--- config.mk ---
export PLATFORM = sky130hd
export DESIGN_NAME = ip_blacklist_filter_table_flat
export DESIGN_NICKNAME = d
export VERILOG_FILES = /design/src/rtl/ipbf_pkg.sv /design/src/rtl/ipbf_if.sv /design/src/rtl/ipbf_ctrl.sv /design/src/rtl/ipbf_datapath.sv /design/src/rtl/ip_blacklist_filter_table.sv /design/src/flat_wrapper.sv
export VERILOG_INCLUDE_DIRS = /design/src /design/src/rtl
export SDC_FILE = /design/constraint.sdc
export NUM_CORES = 1
export LEC_CHECK = 0
export BUFFER_PORTS_ARGS = -buffer_cell sky130_fd_sc_hd__buf_4
export CAP_MARGIN = 25
export CORE_ASPECT_RATIO = 1.75
export CORE_MARGIN = 4
export CORE_UTILIZATION = 40
export CTS_CLUSTER_DIAMETER = 80
export DETAILED_ROUTE_END_ITERATION = 7
export MAX_ROUTING_LAYER = met4
export PLACE_DENSITY_LB_ADDON = 0.05
export SLEW_MARGIN = 20
export SYNTH_ARGS = -nofsm -noshare
export SYNTH_HDL_FRONTEND = slang
export SYNTH_SLANG_ARGS = --single-unit
--- constraint.sdc ---
create_clock -name i_clk -period 9.4 [get_ports i_clk]
set_clock_uncertainty 0.05 [all_clocks]
set_input_delay 1.88 -clock i_clk [delete_from_list [all_inputs] [get_ports i_clk]]
set_output_delay 1.88 -clock i_clk [all_outputs]
set_load 0.05 [all_outputs]
--- src/rtl/ip_blacklist_filter_table_macros.svh ---
// Assertion macros shared by the blacklist filter table RTL.
// Included by the modules that carry concurrent assertions; depends on nothing.
`ifndef IP_BLACKLIST_FILTER_TABLE_MACROS_SVH
`define IP_BLACKLIST_FILTER_TABLE_MACROS_SVH

// Same-cycle implication, disabled while reset is asserted.
`define IPBF_ASSERT_IMP(label, clk, rst_n, ante, cons, msg) \
    label: assert property (@(posedge clk) disable iff (!(rst_n)) (ante) |-> (cons)) \
        else $error(msg);

// Next-cycle implication, disabled while reset is asserted.
`define IPBF_ASSERT_NXT(label, clk, rst_n, ante, cons, msg) \
    label: assert property (@(posedge clk) disable iff (!(rst_n)) (ante) |=> (cons)) \
        else $error(msg);

`endif

--- src/rtl/ipbf_pkg.sv ---
// Package for the IPv4 blacklist filter table: sizes, codes and the
// controller to datapath command and status types. Depends on nothing.
package ipbf_pkg;

    localparam int TABLE_DEPTH = 16;
    localparam int IDX_W       = (TABLE_DEPTH > 1) ? $clog2(TABLE_DEPTH) : 1;
    localparam int CNT_W       = $clog2(TABLE_DEPTH + 1);
    localparam int ADDR_W      = 32;
    localparam int ECNT_W      = 5;

    typedef enum logic [1:0] {
        MODE_CHECK  = 2'd0,
        MODE_ADD    = 2'd1,
        MODE_REMOVE = 2'd2,
        MODE_CLEAR  = 2'd3
    } t_mode;

    typedef enum logic [2:0] {
        STATUS_DONE    = 3'd0,
        STATUS_BLOCKED = 3'd1,
        STATUS_PRESENT = 3'd2,
        STATUS_ABSENT  = 3'd3,
        STATUS_FULL    = 3'd4
    } t_status;

    typedef enum logic [1:0] {
        ST_IDLE,
        ST_SCAN,
        ST_DRAIN,
        ST_FINISH
    } t_state;

    typedef struct packed {
        logic take_item;
        logic scan;
        logic commit;
    } t_dp_cmd;

    typedef struct packed {
        logic scan_last;
        logic out_free;
    } t_dp_sts;

    // The reported count keeps only its low five bits.
    function automatic logic [ECNT_W-1:0] to_entry_count(input logic [CNT_W-1:0] cnt);
        logic [31:0] wide;
        wide = 32'(cnt);
        return wide[ECNT_W-1:0];
    endfunction

endpackage

--- src/rtl/ipbf_if.sv ---
// Handshake interfaces for the blacklist filter table: the input word
// channel and the result word channel. Depends on ipbf_pkg.
interface ipbf_item_if
    import ipbf_pkg::*;
();
    logic                valid;
    logic                ready;
    t_mode               mode;
    logic [ADDR_W-1:0]   ip_address;

    modport source (output valid, output mode, output ip_address, input ready);
    modport sink   (input valid, input mode, input ip_address, output ready);
endinterface

interface ipbf_result_if
    import ipbf_pkg::*;
();
    logic                valid;
    logic                ready;
    t_status             status;
    logic [ECNT_W-1:0]   entry_count;

    modport source (output valid, output status, output entry_count, input ready);
    modport sink   (input valid, input status, input entry_count, output ready);
endinterface

--- src/rtl/ipbf_ctrl.sv ---
// Controller state machine of the blacklist filter table: walks the table
// once per word and sequences the commit. Depends on ipbf_pkg.
module ipbf_ctrl
    import ipbf_pkg::*;
(
    input  logic    i_clk,
    input  logic    i_rst_n,
    input  logic    i_in_valid,
    output logic    o_in_ready,
    input  t_dp_sts i_sts,
    output t_dp_cmd o_cmd
);

    t_state r_state;
    t_state n_state;

    always_ff @(posedge i_clk) begin
        if (!i_rst_n) begin
            r_state <= ST_IDLE;
        end else begin
            r_state <= n_state;
        end
    end

    always_comb begin
        n_state = r_state;
        unique case (r_state)
            ST_IDLE: begin
                if (i_in_valid) begin
                    n_state = ST_SCAN;
                end
            end
            ST_SCAN: begin
                if (i_sts.scan_last) begin
                    n_state = ST_DRAIN;
                end
            end
            ST_DRAIN: begin
                n_state = ST_FINISH;
            end
            ST_FINISH: begin
                if (i_sts.out_free) begin
                    n_state = ST_IDLE;
                end
            end
            default: begin
                n_state = ST_IDLE;
            end
        endcase
    end

    always_comb begin
        o_in_ready      = 1'b0;
        o_cmd.take_item = 1'b0;
        o_cmd.scan      = 1'b0;
        o_cmd.commit    = 1'b0;
        unique case (r_state)
            ST_IDLE: begin
                o_in_ready      = 1'b1;
                o_cmd.take_item = i_in_valid;
            end
            ST_SCAN: begin
                o_cmd.scan = 1'b1;
            end
            ST_DRAIN: begin
            end
            ST_FINISH: begin
                o_cmd.commit = i_sts.out_free;
            end
            default: begin
            end
        endcase
    end

endmodule

--- src/rtl/ipbf_datapath.sv ---
// Datapath of the blacklist filter table: address memory, valid bits,
// entry count, scan compare and the result register. Depends on ipbf_pkg,
// ipbf_if and the assertion macro header.
`include "ip_blacklist_filter_table_macros.svh"

module ipbf_datapath
    import ipbf_pkg::*;
(
    input  logic              i_clk,
    input  logic              i_rst_n,
    input  t_dp_cmd           i_cmd,
    output t_dp_sts           o_sts,
    input  t_mode             i_mode,
    input  logic [ADDR_W-1:0] i_ip_address,
    ipbf_result_if.source     o_result
);

    logic [ADDR_W-1:0]      r_mem [TABLE_DEPTH];
    logic [ADDR_W-1:0]      r_rd_data;
    logic [IDX_W-1:0]       r_cmp_idx;
    logic                   r_cmp_vld;
    logic [IDX_W-1:0]       r_scan_idx;
    logic [TABLE_DEPTH-1:0] r_valid;
    logic [CNT_W-1:0]       r_count;
    t_mode                  r_item_mode;
    logic [ADDR_W-1:0]      r_item_addr;
    logic                   r_match_found;
    logic [IDX_W-1:0]       r_match_idx;
    logic                   r_free_found;
    logic [IDX_W-1:0]       r_free_idx;
    logic                   r_out_valid;
    t_status                r_out_status;
    logic [ECNT_W-1:0]      r_out_count;

    logic                   cmp_hit;
    logic                   cmp_free;
    t_status                n_status;
    logic [CNT_W-1:0]       n_count;
    logic                   do_write;
    logic                   do_clear_slot;
    logic                   do_clear_all;

    assign cmp_hit  = r_cmp_vld && r_valid[r_cmp_idx] && (r_rd_data == r_item_addr);
    assign cmp_free = r_cmp_vld && !r_valid[r_cmp_idx];

    assign o_sts.scan_last = (r_scan_idx == IDX_W'(TABLE_DEPTH - 1));
    assign o_sts.out_free  = !r_out_valid || o_result.ready;

    // The memory has one read port, walked one entry per cycle.
    always_ff @(posedge i_clk) begin
        if (i_cmd.scan) begin
            r_rd_data <= r_mem[r_scan_idx];
        end
        if (i_cmd.commit && do_write) begin
            r_mem[r_free_idx] <= r_item_addr;
        end
    end

    always_ff @(posedge i_clk) begin
        if (i_cmd.scan) begin
            r_cmp_idx <= r_scan_idx;
        end
        if (i_cmd.take_item) begin
            r_item_mode <= i_mode;
            r_item_addr <= i_ip_address;
        end
        if (cmp_hit && !r_match_found) begin
            r_match_idx <= r_cmp_idx;
        end
        if (cmp_free && !r_free_found) begin
            r_free_idx <= r_cmp_idx;
        end
        if (i_cmd.commit) begin
            r_out_status <= n_status;
            r_out_count  <= to_entry_count(n_count);
        end
    end

    always_ff @(posedge i_clk) begin
        if (!i_rst_n) begin
            r_cmp_vld     <= 1'b0;
            r_scan_idx    <= '0;
            r_match_found <= 1'b0;
            r_free_found  <= 1'b0;
        end else begin
            r_cmp_vld <= i_cmd.scan;
            if (i_cmd.take_item) begin
                r_scan_idx    <= '0;
                r_match_found <= 1'b0;
                r_free_found  <= 1'b0;
            end else begin
                if (i_cmd.scan) begin
                    r_scan_idx <= r_scan_idx + IDX_W'(1);
                end
                if (cmp_hit) begin
                    r_match_found <= 1'b1;
                end
                if (cmp_free) begin
                    r_free_found <= 1'b1;
                end
            end
        end
    end

    always_comb begin
        n_status      = STATUS_DONE;
        n_count       = r_count;
        do_write      = 1'b0;
        do_clear_slot = 1'b0;
        do_clear_all  = 1'b0;
        unique case (r_item_mode)
            MODE_CHECK: begin
                if (r_match_found) begin
                    n_status = STATUS_BLOCKED;
                end
            end
            MODE_ADD: begin
                if (r_match_found) begin
                    n_status = STATUS_PRESENT;
                end else if (!r_free_found) begin
                    n_status = STATUS_FULL;
                end else begin
                    do_write = 1'b1;
                    n_count  = r_count + CNT_W'(1);
                end
            end
            MODE_REMOVE: begin
                if (!r_match_found) begin
                    n_status = STATUS_ABSENT;
                end else begin
                    do_clear_slot = 1'b1;
                    if (r_count != '0) begin
                        n_count = r_count - CNT_W'(1);
                    end
                end
            end
            MODE_CLEAR: begin
                do_clear_all = 1'b1;
                n_count      = '0;
            end
            default: begin
            end
        endcase
    end

    always_ff @(posedge i_clk) begin
        if (!i_rst_n) begin
            r_valid     <= '0;
            r_count     <= '0;
            r_out_valid <= 1'b0;
        end else begin
            if (i_cmd.commit) begin
                r_count <= n_count;
                if (do_clear_all) begin
                    r_valid <= '0;
                end else if (do_write) begin
                    r_valid[r_free_idx] <= 1'b1;
                end else if (do_clear_slot) begin
                    r_valid[r_match_idx] <= 1'b0;
                end
            end
            if (i_cmd.commit) begin
                r_out_valid <= 1'b1;
            end else if (o_result.ready) begin
                r_out_valid <= 1'b0;
            end
        end
    end

    assign o_result.valid       = r_out_valid;
    assign o_result.status      = r_out_status;
    assign o_result.entry_count = r_out_count;

    `IPBF_ASSERT_IMP(a_count_matches_valid, i_clk, i_rst_n, 1'b1,
        $countones(r_valid) == 32'(r_count), "entry count disagrees with valid bits")
    `IPBF_ASSERT_IMP(a_count_in_range, i_clk, i_rst_n, 1'b1,
        32'(r_count) <= TABLE_DEPTH, "entry count exceeds table depth")
    `IPBF_ASSERT_NXT(a_clear_empties, i_clk, i_rst_n,
        i_cmd.commit && (r_item_mode == MODE_CLEAR), r_valid == '0,
        "table not empty after clear")

endmodule

--- src/rtl/ip_blacklist_filter_table.sv ---
// IPv4 destination blacklist filter table. Each accepted word is handled
// alone: the 16-entry address memory is read through its single port one
// entry per cycle, then a drain state finishes the last compare and a
// finish state commits the table update and loads the result register;
// only then is the next word accepted. The result stays in an output
// register until taken and a stalled result holds the commit. Depends on
// ipbf_pkg, ipbf_if, ipbf_ctrl and ipbf_datapath.
module ip_blacklist_filter_table
    import ipbf_pkg::*;
(
    input  logic          i_clk,
    input  logic          i_rst_n,
    ipbf_item_if.sink     i_item,
    ipbf_result_if.source o_result
);

    t_dp_cmd cmd;
    t_dp_sts sts;
    logic    in_ready;

    assign i_item.ready = in_ready;

    ipbf_ctrl u_ctrl (
        .i_clk      (i_clk),
        .i_rst_n    (i_rst_n),
        .i_in_valid (i_item.valid),
        .o_in_ready (in_ready),
        .i_sts      (sts),
        .o_cmd      (cmd)
    );

    ipbf_datapath u_datapath (
        .i_clk        (i_clk),
        .i_rst_n      (i_rst_n),
        .i_cmd        (cmd),
        .o_sts        (sts),
        .i_mode       (i_item.mode),
        .i_ip_address (i_item.ip_address),
        .o_result     (o_result)
    );

endmodule
--- src/flat_wrapper.sv ---
// flat-port wrapper written by rule: the top's interface ports become plain ports
module ip_blacklist_filter_table_flat import ipbf_pkg::*;
  (i_clk, i_rst_n, i_item_valid, i_item_mode, i_item_ip_address, i_item_ready, o_result_valid, o_result_status, o_result_entry_count, o_result_ready);
  ipbf_item_if i_item_i ();
  ipbf_result_if o_result_i ();
  input  logic i_clk;
  input  logic i_rst_n;
  input wire logic [$bits(i_item_i.valid)-1:0] i_item_valid;
  input wire logic [$bits(i_item_i.mode)-1:0] i_item_mode;
  input wire logic [$bits(i_item_i.ip_address)-1:0] i_item_ip_address;
  output wire logic [$bits(i_item_i.ready)-1:0] i_item_ready;
  output wire logic [$bits(o_result_i.valid)-1:0] o_result_valid;
  output wire logic [$bits(o_result_i.status)-1:0] o_result_status;
  output wire logic [$bits(o_result_i.entry_count)-1:0] o_result_entry_count;
  input wire logic [$bits(o_result_i.ready)-1:0] o_result_ready;
  assign i_item_i.valid = i_item_valid;
  assign i_item_i.mode = i_item_mode;
  assign i_item_i.ip_address = i_item_ip_address;
  assign i_item_ready = i_item_i.ready;
  assign o_result_valid = o_result_i.valid;
  assign o_result_status = o_result_i.status;
  assign o_result_entry_count = o_result_i.entry_count;
  assign o_result_i.ready = o_result_ready;
  ip_blacklist_filter_table u_core (.i_clk(i_clk), .i_rst_n(i_rst_n), .i_item(i_item_i), .o_result(o_result_i));
endmodule
# ---- Yosys cells after proc, flatten, opt, wreduce, memory -nomap -nowiden
# Memory sizes are Yosys's and may differ from the RTL's. A register that Yosys moved wholly into a read port is not among the register bits.
# Index checks and enable logic that the tools add are counted.
dict set report classes {
  mux 37
  n_lt_le_gt_ge 5
  eq_ne 11
  n_bitwise 4
  reduce_logical 21
  addsub 3
}
# cell count
set ops {}
lappend ops {{$mux W16} 3}
lappend ops {{$eq A32 B32 Y1} 1}
lappend ops {{$mux W5} 4}
lappend ops {{$mux W1} 18}
lappend ops {{$and A16 B16 Y16} 1}
lappend ops {{$not A16 Y16} 1}
lappend ops {{$or A16 B16 Y16} 1}
lappend ops {{$lt A4 B5 Y1 const B} 3}
lappend ops {{$pmux W5 S3} 1}
lappend ops {{$pmux W3 S3} 1}
lappend ops {{$demux W1 S4} 2}
lappend ops {{$eq A2 B2 Y1 const B} 4}
lappend ops {{$ge A4 B1 Y1 const B} 2}
lappend ops {{$logic_and A1 B1 Y1} 8}
lappend ops {{$mux W2} 4}
lappend ops {{$pmux W2 S4} 1}
lappend ops {{$mux W3} 2}
lappend ops {{$add A5 B1 Y5 const B} 1}
lappend ops {{$reduce_bool A5 Y1} 1}
lappend ops {{$sub A5 B1 Y5 const B} 1}
lappend ops {{$add A4 B1 Y4 const B} 1}
lappend ops {{$bmux W1 S4} 1}
lappend ops {{$eq A2 B1 Y1 const B} 2}
lappend ops {{$eq A4 B4 Y1 const B} 1}
lappend ops {{other kinds (11)} 16}
dict set report totals {
  input_bits 38
  mem_count 1
  reg_bits 85
  output_inout_bits 10
  ram_bits 512
  wordCells 97
}
# name words width rd rd_ports_with_merged_regs write_ports line_no
set mem_list {}
lappend mem_list {u_core.u_datapath.r_mem 16 32 1 1 1 ipbf_datapath.sv:18} ;# logic [ADDR_W-1:0] r_mem [TABLE_DEPTH];

# ---- Longest topological paths before layout
dict set report depth {
  ltp_word 9
  depth_mapped 7
  ltp_nobuf 7
}

# ---- By module
# From an unflattened synthesis, not the netlist that was laid out.
dict set report unflattened {
  cells_unflattened 1068
  area_unflattened_um2 24075.6
}
# module instances cells_per_inst seq_area_each_um2 area_each_um2
set by_module_without_submodules {}
lappend by_module_without_submodules {ipbf_datapath 1 1048 18537.8 23905.4}
lappend by_module_without_submodules {ipbf_ctrl 1 20 40.0 170.2}

# ---- Worst setup path before layout
# Ideal clock, no wire load.
dict set report synth_path {
  path_type {input -> register}
  startpoint {input port o_result_ready}
  endpoint {register u_core.u_datapath.r_valid[12]}
  path_slack_ps 4946
  path_buffers 0
  cell_stages 6
  t_arrival_ps 4341
  cell_sequence {nand2b_1 -> nand2_1 -> clkinv_1 -> nand3_1 -> nor2_1 -> o221a_2}
}
# element line_no
set synth_lines {}
lappend synth_lines {{from (decl)} flat_wrapper.sv:15} ;# input wire logic [$bits(o_result_i.ready)-1:0] o_result_ready;
lappend synth_lines {{to (signal assigned)} ipbf_datapath.sv:148} ;# r_valid <= '0;
lappend synth_lines {{to (signal assigned)} ipbf_datapath.sv:155} ;# r_valid <= '0;
lappend synth_lines {{to (signal, indexed assignment)} ipbf_datapath.sv:157} ;# r_valid[r_free_idx] <= 1'b1;
lappend synth_lines {{to (decl)} ipbf_datapath.sv:23} ;# logic [TABLE_DEPTH-1:0] r_valid;

==> impl_metrics.tcl <==
set metrics [dict create \
    run_status "completed" \
    synth_area_per_cell_um2 22.2 \
    fin_crit_ns 3.94 \
    async_flop_share_pct 0 \
    rows 118 \
    cts-buffers-inserted 59 \
    fin_nets 1218 \
    finalPower_mw 6.88 \
    rrSetupSlack_ns 5.86 \
    slew_violations 0 \
    cts_resized 0 \
    endpoint_kind "register" \
    fin_tns_setup_ns 0 \
    dp_slack_ns 4.76 \
    fin_cells 2001 \
    arrival_ns 4.16 \
    fmax_mhz 254 \
    grt_pass1_vias 11900 \
    synth_top_family_by_area "multiplexers" \
    grt_util_all_layers_pct 18.1 \
    die_x_um 194 \
    slew-limit-headroom_pct 38.3 \
    multi_input_area_um2 5310 \
    grt-ovfl-total 0 \
    cp.required_ns 9.62 \
    drt-initial-drc-count 671 \
    drc_errors 0 \
    syn2layout_area_growth_pct 14.2 \
    whs_endpoint "u_core.u_datapath.r_valid[5]" \
    whs_ns 0.433 \
    regArea_um2 18600 \
    dp.cells 1892 \
    yosysSeqAreaShare_pct 77.1 \
    clk_latency_ns 0.63 \
    r2r-end "u_core.u_datapath.r_rd_data[24]" \
    setup_ws_ns 5.46 \
    min_path_cells 2 \
    first_pass_iters 4 \
    grt_pass1_wl_mm 83.1 \
    startpoint_type "input pin" \
    synth-xor-area-share_pct 1.35 \
    synthAdderAreaFrac_pct 0.364 \
    worst_pin_slew_ns 0.926 \
    synth_area_um2 24100 \
    antenna_found_initial 0 \
    reg2regPathDepth 4 \
    final_util_pct 46.2 \
    synth-main-ff-cell "edfxtp_1" \
    yosys_warnings 0 \
    cts_sinks 629 \
    synth-seq-cells 629 \
    clockBufferDepth 3 \
    grt_max_degree 84 \
    fillers 4976 \
    placed_cell_area_um2 25500 \
    leakage_nw 8.37 \
    synth_edf_count 598 \
    core_region_area_um2 59500 \
    fp.dieH_um 333 \
    n_antenna_cell 0 \
    synth_compound_area_share_pct 1.87 \
    cts.clk_slew.worst_paths_ns 0.07 \
    io_pins 48 \
    finalHoldViolCount 0 \
    cts_root_buf "clkbuf_16" \
    crit_fanout 19 \
    wl_per_cell_um 28.1 \
    die_area_um2 64400 \
    num_vias 11000 \
    powerDensity_nw_per_um2 250 \
    drive_above_1_share_pct 29.3 \
    setup_violations 0 \
    crit-reg2reg-launch "u_core.u_datapath.r_scan_idx[1]" \
    post_cts.repair.setup_buffers 0 \
    viasPerCell 5.48 \
    hpwl_mm 30.2 \
    path_class "in -> reg" \
    synthMuxAreaShare_pct 15.6 \
    rsz0062_at_grt "no" \
    synthCells 1084 \
    hold_path_startpoint "u_core.u_datapath.r_valid[5]" \
    vdd_drop_max_uv 154 \
    synthDistinctLibCells 52 \
    start_util_pct 40.5 \
    final_antenna_net_count 0 \
    postCtsHoldBufs 0 \
    synth_nets 1129 \
    hold_class "reg -> reg" \
    place.gp.congestion 0.810 \
    maxCapViolations 0 \
    yosys.area_share.simple_pct 2.37 \
    tritoncts "built" \
    drt-total-wl_mm 56.3 \
    io_buffers 47 \
    period_share_pct 41.9 \
    cts_max_level 2 \
    stdcell_area_um2 27500 \
]
==> power breakdown <==
part | switching (mW) | internal [mW] | total (mW) | leakage [nW]
combinational | 0.468 | 0.381 | 0.849 | 1.74
sequential | 0.194 | 3.34 | 3.53 | 5.66
clock | 1.04 | 1.46 | 2.49 | 0.970
==> synth_stat cells, types with 2 or more instances <==
| master | number | share of area (%) |
|---|---|---|
| o211a_1 | 2 | 0.083 |
| nand4_1 | 9 | 0.23 |
| ha_1 | 7 | 0.36 |
| edfxtp_1 | 598 | 75 |
| buf_1 | 10 | 0.16 |
| o221a_2 | 7 | 0.33 |
| buf_2 | 7 | 0.15 |
| inv_1 | 12 | 0.19 |
| nor4_1 | 4 | 0.10 |
| dfxtp_1 | 31 | 2.6 |
| nor3b_1 | 5 | 0.16 |
| and3_1 | 3 | 0.078 |
| nor2_1 | 46 | 0.72 |
| or2_2 | 3 | 0.078 |
| a21oi_1 | 29 | 0.60 |
| xnor2_1 | 34 | 1.2 |
| a31oi_1 | 5 | 0.13 |
| a211o_1 | 2 | 0.073 |
| buf_6 | 11 | 0.51 |
| o21ai_0 | 11 | 0.23 |
| nand3_1 | 5 | 0.10 |
| nor3_1 | 7 | 0.15 |
| nand2_1 | 9 | 0.14 |
| nand4b_1 | 2 | 0.073 |
| mux2i_1 | 6 | 0.25 |
| clkbuf_1 | 20 | 0.31 |
| xor2_1 | 3 | 0.11 |
| and2_1 | 3 | 0.078 |
| nor2b_1 | 4 | 0.10 |
| nand2b_1 | 3 | 0.078 |
| mux4_2 | 164 | 15 |
| nand3b_1 | 2 | 0.062 |
==> flip-flops by register name, summed over array words and instances (netlist names), 5 cells and up <==
name	flops
u_core.u_datapath.r_mem	512
u_core.u_datapath.r_item_addr	32
u_core.u_datapath.o_result.entry_count	5
u_core.u_datapath.r_valid	16
u_core.u_datapath.r_count	5
u_core.u_datapath.r_rd_data	32
==> cell type report <==
cell class                 instances  share of cell area [%]
clock inverter                    34                    1.53
clock buffer                      75                    5.74
sequential                       629                    67.6
timing repair buffer              77                    2.15
multi-input combinational        393                    19.3
inverter                          13                   0.177
tap                              780                    3.55
==> placed cells by master (no fill, tap or decap), types with 4 or more instances in the layout <==
cell       instances
xnor2_1           34
o221a_2            7
nor2_4            16
a21oi_1           29
mux2i_1            6
nand4_1            9
edfxtp_1         598
clkinv_2           8
mux4_2           164
nor2b_1            4
buf_4             76
nor3_1             7
clkinv_1          13
nand3_1            5
inv_1             12
nor2_1            30
a31oi_1            5
ha_1               6
nand2_1            9
nor4_1             4
bufinv_16         10
dfxtp_1           27
clkbuf_1          14
o21ai_0           11
nor3b_1            5
clkbuf_16         61
==> critical path, cell delays in order <==
cell	delay, ns
buf_4	0.09
nand2b_1	0.11
nand2_1	0.18
clkinv_1	0.38
nand3b_1	0.38
nor2_4	0.62
buf_4	0.48
==> kinds of logic after synthesis <==
kind of cell,after synthesis
adder cells (fa/ha/maj),7
XOR/XNOR,37
AND/OR/NAND/NOR,111
flip-flops,629
AO/OA/AOI/OAI,68
buffers and inverters,62
multiplexers,170
==> how the worst max path moves through the flow <==
stage	start	endpoint
CTS	o_result_ready	u_core.u_datapath.r_mem[6][28]
finish	o_result_ready	u_core.u_datapath.r_mem[6][6]
floorplan	o_result_ready	u_core.u_datapath.r_valid[12]
global route	o_result_ready	u_core.u_datapath.r_mem[6][28]
detailed placement	o_result_ready	u_core.u_datapath.r_mem[6][2]
global placement	o_result_ready	u_core.u_datapath.r_mem[6][3]
==> metal layers <==
metal | global-route usage (%) | part of all wire (%)
met5 | - | 0
met1 | 21.6 | 39
met4 | 5.47 | 2.6
met3 | 2.73 | 3.3
met2 | 31.9 | 55
(Power assumes the default switching activity.)
